$ cat src/rtl/core/sky_model_spline_evaluator_top_macros.svh
// Assertion macros used by the sky model spline evaluator top level.
`ifndef SKY_MODEL_SPLINE_EVALUATOR_TOP_MACROS_SVH
`define SKY_MODEL_SPLINE_EVALUATOR_TOP_MACROS_SVH
// Same-cycle implication, clocked on clk, off during reset.
`define SMSE_ASSERT_SAME(lbl, ante, cons, msg) \
  lbl: assert property (@(posedge clk) disable iff (!rst_n) (ante) |-> (cons)) \
    else $error(msg);
// Next-cycle implication, clocked on clk, off during reset.
`define SMSE_ASSERT_NEXT(lbl, ante, cons, msg) \
  lbl: assert property (@(posedge clk) disable iff (!rst_n) (ante) |=> (cons)) \
    else $error(msg);
`endif

$ cat src/rtl/core/smse_pkg.sv
// Package: constants, types and helpers of the sky model spline evaluator.
`default_nettype none
package smse_pkg;
  localparam int TABLE_DEPTH  = 8192;
  localparam int TURB_STEPS   = 10;
  localparam int SHAPE_PARAMS = 9;
  localparam int ADDR_W       = $clog2(TABLE_DEPTH);
  localparam int RA_W         = ADDR_W + 2;
  localparam int CH_WORDS     = (SHAPE_PARAMS + 1) * 12 * TURB_STEPS;
  localparam int RAD_OFS      = SHAPE_PARAMS * 12 * TURB_STEPS;
  localparam int SET_OFS      = 6 * TURB_STEPS;
  localparam int TI_W         = $clog2(TURB_STEPS + 1);
  localparam int ROW_W        = $clog2(SHAPE_PARAMS + 1);

  localparam int IN_W   = 104;
  localparam int OUT_W  = 32;
  localparam int X_W    = 17;
  localparam int BAS_W  = 20;
  localparam int PRD_W  = 53;
  localparam int ACC_W  = 56;
  localparam int CUR_W  = 40;
  localparam int MP_W   = 58;
  localparam int MIX_W  = 43;
  localparam int TF_W   = 18;
  localparam int TP_W   = 61;

  localparam logic [15:0]    HALF_PI_Q14 = 16'd25736;
  localparam logic [X_W-1:0] ONE_Q16     = 17'd65536;

  localparam logic REQ_LOAD = 1'b0;
  localparam logic REQ_EVAL = 1'b1;

  typedef enum logic [3:0] {
    ST_IDLE, ST_CBRT, ST_POW, ST_BAS, ST_MAC, ST_DRAIN,
    ST_MA0, ST_MA1, ST_MA2, ST_MA3, ST_MA4, ST_TB0, ST_TB1, ST_TB2
  } smse_state_t;

  typedef enum logic [1:0] {CB_IDLE, CB_SQ, CB_CU, CB_CMP} smse_cb_state_t;

  typedef struct packed {
    logic        start;
    logic [15:0] elev;
  } smse_cb_req_t;

  typedef struct packed {
    logic           done;
    logic [X_W-1:0] x;
  } smse_cb_rsp_t;

  function automatic logic [3:0] binom5(input logic [2:0] k);
    case (k)
      3'd0: binom5 = 4'd1;
      3'd1: binom5 = 4'd5;
      3'd2: binom5 = 4'd10;
      3'd3: binom5 = 4'd10;
      3'd4: binom5 = 4'd5;
      3'd5: binom5 = 4'd1;
      default: binom5 = 4'd0;
    endcase
  endfunction
endpackage
`default_nettype wire

$ cat src/rtl/core/smse_cbrt.sv
// Bit-serial cube root of elevation over half pi, one bit per pass through the square, cube and compare states.
`default_nettype none
module smse_cbrt (
  input  logic                  clk,
  input  logic                  rst_n,
  input  smse_pkg::smse_cb_req_t req,
  output smse_pkg::smse_cb_rsp_t rsp
);
  import smse_pkg::*;

  smse_cb_state_t st_r, st_nxt;
  logic [15:0] x_r, x_nxt;
  logic [3:0]  bit_r, bit_nxt;
  logic [15:0] elev_r, elev_nxt;
  logic        done_r, done_nxt;
  logic        sat_r, sat_nxt;
  logic [31:0] sq_r;
  logic [47:0] cu_r;
  logic [15:0] tr;
  logic [62:0] lhs;
  logic [63:0] rhs;

  assign tr  = x_r | (16'd1 << bit_r);
  // trial^3 <= floor(e*2^48/D)  <=>  trial^3 * D <= e*2^48
  assign lhs = 63'(cu_r) * 63'(HALF_PI_Q14);
  assign rhs = {elev_r, 48'd0};

  always_ff @(posedge clk) begin
    if (!rst_n) begin
      st_r   <= CB_IDLE;
      done_r <= 1'b0;
      sat_r  <= 1'b0;
      bit_r  <= '0;
    end else begin
      st_r   <= st_nxt;
      done_r <= done_nxt;
      sat_r  <= sat_nxt;
      bit_r  <= bit_nxt;
    end
  end

  always_ff @(posedge clk) begin
    x_r    <= x_nxt;
    elev_r <= elev_nxt;
    sq_r   <= 32'(tr) * 32'(tr);
    cu_r   <= 48'(sq_r) * 48'(tr);
  end

  always_comb begin
    st_nxt   = st_r;
    x_nxt    = x_r;
    bit_nxt  = bit_r;
    elev_nxt = elev_r;
    done_nxt = 1'b0;
    sat_nxt  = sat_r;
    case (st_r)
      CB_IDLE: begin
        if (req.start) begin
          elev_nxt = req.elev;
          x_nxt    = '0;
          bit_nxt  = 4'd15;
          if (req.elev >= HALF_PI_Q14) begin
            sat_nxt  = 1'b1;
            done_nxt = 1'b1;
          end else begin
            sat_nxt = 1'b0;
            st_nxt  = CB_SQ;
          end
        end
      end
      CB_SQ: st_nxt = CB_CU;
      CB_CU: st_nxt = CB_CMP;
      CB_CMP: begin
        if ({1'b0, lhs} <= rhs) x_nxt = tr;
        if (bit_r == 4'd0) begin
          done_nxt = 1'b1;
          st_nxt   = CB_IDLE;
        end else begin
          bit_nxt = bit_r - 4'd1;
          st_nxt  = CB_SQ;
        end
      end
      default: st_nxt = CB_IDLE;
    endcase
  end

  assign rsp.done = done_r;
  assign rsp.x    = sat_r ? ONE_Q16 : {1'b0, x_r};
endmodule
`default_nettype wire

$ cat config.mk
export PLATFORM = sky130hd
export DESIGN_NAME = smse_cbrt
export DESIGN_NICKNAME = d
export VERILOG_FILES = /design/src/rtl/core/sky_model_spline_evaluator_top_macros.svh /design/src/rtl/core/smse_pkg.sv /design/src/rtl/core/smse_cbrt.sv
export SDC_FILE = /design/constraint.sdc
export NUM_CORES = 2
export LEC_CHECK = 0
export ABC_AREA = 1
export ABC_CLOCK_PERIOD_IN_PS = 8200
export BUFFER_PORTS_ARGS = -buffer_cell sky130_fd_sc_hd__buf_2
export CAP_MARGIN = 0
export CELL_PAD_IN_SITES_DETAIL_PLACEMENT = 0
export CELL_PAD_IN_SITES_GLOBAL_PLACEMENT = 1
export CORE_ASPECT_RATIO = 1.75
export CORE_MARGIN = 2
export CORE_UTILIZATION = 51
export CTS_CLUSTER_DIAMETER = 150
export DETAILED_ROUTE_END_ITERATION = 6
export PLACE_DENSITY = 0.94
export SYNTH_ARGS = -nofsm -noshare
export SYNTH_HDL_FRONTEND = slang
export SYNTH_SLANG_ARGS = --single-unit
export TNS_END_PERCENT = 30
$ cat constraint.sdc
create_clock -name clk -period 8.2 [get_ports clk]
set_input_delay 0.41 -clock clk [delete_from_list [all_inputs] [get_ports clk]]
set_output_delay 0.41 -clock clk [all_outputs]
set_load 0.01 [all_outputs]
Word level (Yosys, flattened, before mapping)
Cells that the tools add are included.
{"block": "word_totals", "register_bits": 120, "inputBits": 19, "output_inout_bits": 18, "wordCells": 45}
{"block": "op_classes", "n_addsub": 1, "mul": 3, "n_lt_le_gt_ge": 2, "eq_ne": 7, "n_shift": 1, "mux": 15, "n_bitwise": 1, "reduce_logical": 7}
{"cell": "less-or-equal comparator 63 x 64 -> 1 bit", "count": 1}
{"cell": "multiplier 48 x 12 -> 60 bit (second input constant)", "count": 1}
{"cell": "multiplier 32 x 16 -> 48 bit", "count": 1}
{"cell": "multiplier 16 x 16 -> 32 bit", "count": 1}
{"cell": "two-way mux 16 bit", "count": 2}
{"cell": "one-hot mux 16 bit (2 select lines)", "count": 1}
{"cell": "two-way mux 17 bit", "count": 1}
{"cell": "greater-or-equal comparator 16 x 15 -> 1 bit (second input constant)", "count": 1}
{"cell": "bitwise OR 16 bit", "count": 1}
{"cell": "left shift 1 x 4 -> 16 bit (first input constant)", "count": 1}
{"cell": "two-way mux 4 bit", "count": 2}
{"cell": "!= test 2 bit (second input constant)", "count": 4}
{"cell": "one-hot mux 2 bit (4 select lines)", "count": 1}
{"cell": "one-hot mux 4 bit (2 select lines)", "count": 1}
{"cell": "AND reduction 3 bit", "count": 2}
{"cell": "equality test 2 bit (second input constant)", "count": 2}
{"cell": "zero test 4 bit", "count": 1}
{"cell": "two-way mux 1 bit", "count": 4}
{"cell": "two-way mux 2 bit", "count": 2}
{"cell": "AND reduction 2 bit", "count": 2}
{"cell": "subtractor 4 x 1 -> 4 bit (second input constant)", "count": 1}
{"cell": "equality test 2 x 1 -> 1 bit (second input constant)", "count": 1}
{"cell": "zero test 2 bit", "count": 1}
{"cell": "one-hot mux 1 bit (2 select lines)", "count": 1}
{"cell": "nonzero test 2 bit", "count": 1}

Longest topological paths before layout
{"block": "logic_depth", "word_depth": 4, "mapped_depth": 34, "depth_no_buf": 33}

Worst setup path before layout
Ideal clock, no wire load.
{"block": "synth_timing", "kind": "register -> register", "start": "register bit_r[0]", "end": "register cu_r[38]", "arrival_time_ns": 6.235, "t_required_ns": 8.081, "path_slack_ns": 1.846, "stages_incl_launch_ff": 33, "period_less_slack_ns": 6.354, "path_cell_list": "dfxtp_1 > inv_1 > ha_1 > nand3_1 > nand2_1 > clkbuf_1 > clkbuf_1 > nand2_1 > fa_1 > inv_1 > fa_1 > inv_1 > fa_1 > inv_1 > fa_1 > fa_1 > inv_1 > fa_1 > inv_1 > ha_1 > nand2_1 > nor2_1 > inv_1 > nor2_2 > inv_1 > nor4_4 > a21oi_2 > or2_1 > inv_2 > nor2_2 > nor2_1 > nor2_1 > xnor2_1"}
{"block": "synth_via", "elab_chain_len": 3}
{"element": "start, declared", "line_no": "smse_cbrt.sv:13", "rtl": "logic [3:0] bit_r, bit_nxt;"}
{"element": "start signal, assigned", "line_no": "smse_cbrt.sv:38", "rtl": "bit_r <= bit_nxt;"}
{"element": "left shift 1 x 4 -> 16 bit", "line_no": "smse_cbrt.sv:23", "rtl": "assign tr = x_r | (16'd1 << bit_r);"}
{"element": "bitwise OR 16 bit", "line_no": "smse_cbrt.sv:23"}
{"element": "multiplier 32 x 16 -> 48 bit", "line_no": "smse_cbrt.sv:46", "rtl": "cu_r <= 48'(sq_r) * 48'(tr);"}
{"element": "end signal, assigned", "line_no": "smse_cbrt.sv:46"}
{"element": "end, declared", "line_no": "smse_cbrt.sv:18", "rtl": "logic [47:0] cu_r;"}
No other way between the ends.
A chain may end at the register's enable or synchronous reset.

Worst setup path in the final report
{"block": "layout_timing", "start": "register bit_r[2]", "end": "register cu_r[44]"}
The elaborated chain is that of the path after synthesis.

==> run summary <==
first-pass GRT wire length - 161 mm
Die H - 357 microns
floorplan row count - 129
Slew HR - 32.8%
Fmax achieved - 0.136 GHz
Worst Setup End Kind - flop
Hold WC Path Type - in -> reg
synthesis-stage register bit count - 119
detailed router's first-iteration violation count - 1,412
via count - 28,925
Clock Latency Late Sink - 0.49 ns
EDFF count, synth - 32
Post-route DRC - 0
Die Area - 73,400 sq um
Layout Nets - 5,750
Via density - 5.23
Die W - 206 microns
yosys warns - 0
layout cell share with drive strength beyond 1 - 3.88%
top_reg_cell synth - dfxtp_1
Initial Utilization - 51.5%
Post-DRT Antenna Nets - 0
largest net degree at the start of global routing - 36
GR Overflow Total - 0
Final Hold Viols - 0
RSZ-0062 raised after global routing - false
final wirelength - 100 mm
Core ar. - 70,500 sq um
asr flop ratio synth - 0%
Worst EP required - 8.57 ns
minimum clock period - 7.38 ns
Slowest-stage cell, CP - dfxtp_1
Cells after Synth - 4,601
setup violators final - 0
sequential area share after synthesis - 7.45%
CP max stage delay - 0.58 ns
average size of a mapped cell - 7.89 sq um
worst clock skew - 0.0202 ns
Mapped Area - 36,300 sq um
run status - complete, no violations
clk slew on worst S/H paths - 0.07 ns
critical path's most frequent cell - fa_1
TNS Setup - 0 ns
maxcap violations - 0
vias in the first global route - 31,488
fill count - 6,569
CP Data Arrival Time - 7.75 ns
most frequent cells in the layout - 1,372 x inv_1, 930 x nand2_1, 703 x fa_1
gr usage total - 28.8%
Startpoint Class - flop
Netlist cell types - 54
CTS Sinks - 119
Setup Buffers After CTS - 0
dpl hpwl - 85.8 mm
CTS tree - yes
PostCTS Resize Cnt - 0
critical path class - reg -> reg
GPL Wtd Cong - 0.953
first-pass iteration count of the detailed router - 7
Root Driver - clkbuf_16
synthesis-to-finish area growth - 5.12%
H-tree depth - 4
# IOs - 37
hold slack - 0.0958 ns
post-route clock period utilization - 90.0%
Routed wire per std cell - 18.2 microns
I/O Buffers - 36
Critical Path Fanout Max - 14
antenna violations before repair - 0
hold buffer count at cts - 0
commonest non-fill, non-tap cell in the layout - inv_1
clock tree buffer depth - 2
clock buffer count from CTS - 17
measured slew at the worst slew-check pin - 1.01 ns
Finished Core Util - 54.1%
Final Slew Violations - 0
ANT cells - 0
Yosys cell counts (32+ instances only):
cell type	count	area, sq um
o21ai_0	51	255
xor2_1	68	596
nand2_1	931	3490
fa_1	703	14100
xnor2_1	45	394
a21oi_1	145	726
nand3_1	67	335
dfxtp_1	87	1740
edfxtp_1	32	961
ha_1	428	5360
clkbuf_1	86	323
inv_1	1372	5150
nor2_1	347	1300
per-stage QoR:
step,instance area [sq um],worst slack [ns],instances
detailed placement,37600,0.877,5498
CTS,38200,0.839,5530
floorplan,36300,1.85,4611
global placement,37600,0.935,5498
global route,38200,0.494,5530
finish,38200,0.821,5530
worst paths after layout:
path,startpoint,endpoint,cells past startpoint,slack [ns]
hold reg to reg,st_r[1],st_r[1],2,0.52
setup reg to reg,bit_r[2],cu_r[44],25,0.82
hold / removal,req[1],elev_r[1],1,0.1
setup / recovery,bit_r[2],cu_r[44],25,0.82
state kept, by name, summed over array words and instances, names as in the netlist:
register  count
cu_r         48
sq_r         31
elev_r       16
x_r          16
bit_r         4
st_r          2
done_r        1
sat_r         1
worst max-delay path: cells and delay by family (launching register included):
| family | cells | cell delay [ns] |
|---|---|---|
| flip-flops | 1 | 0.58 |
| adder cells (fa/ha/maj) | 7 | 3.33 |
| buffers and inverters | 5 | 0.91 |
| XOR/XNOR | 1 | 0.17 |
| AO/OA/AOI/OAI | 3 | 0.50 |
| AND/OR/NAND/NOR | 9 | 1.73 |
cell families (layout without fill, tap and decap cells):
kind of cell	Yosys count	count (layout)	share of synthesized area (%)
adders and majority gates	1131	1131	53.5
buffers and inverters	1495	1497	15.5
AOI/OAI and AO/OA	305	305	4.96
other	2	12	0.0207
xor gates and xnor gates	113	113	2.73
DFF	119	119	7.45
and+or+nand+nor	1436	1436	15.8
layout make-up:
class	instances	area [sq um]	area share [%]
clock buffers	17	425	1.11
clock inverters	15	153	0.400
flip-flops and latches	119	2700	7.08
multi-input cells	2997	28000	73.4
well taps	917	1150	3.01
inverters	1385	5200	13.6
repair buffers	80	523	1.37
per-layer routing:
| metal | track usage, % | part of all wire [%] |
|---|---|---|
| met4 | 22.3 | 9.1 |
| met2 | 54.4 | 54 |
| met1 | 28.1 | 32 |
| met5 | 0 | 0 |
| met3 | 3.15 | 4.6 |
Power is not shown: default switching activity piles up to over one toggle a cycle in this logic, so the estimate is an artifact.
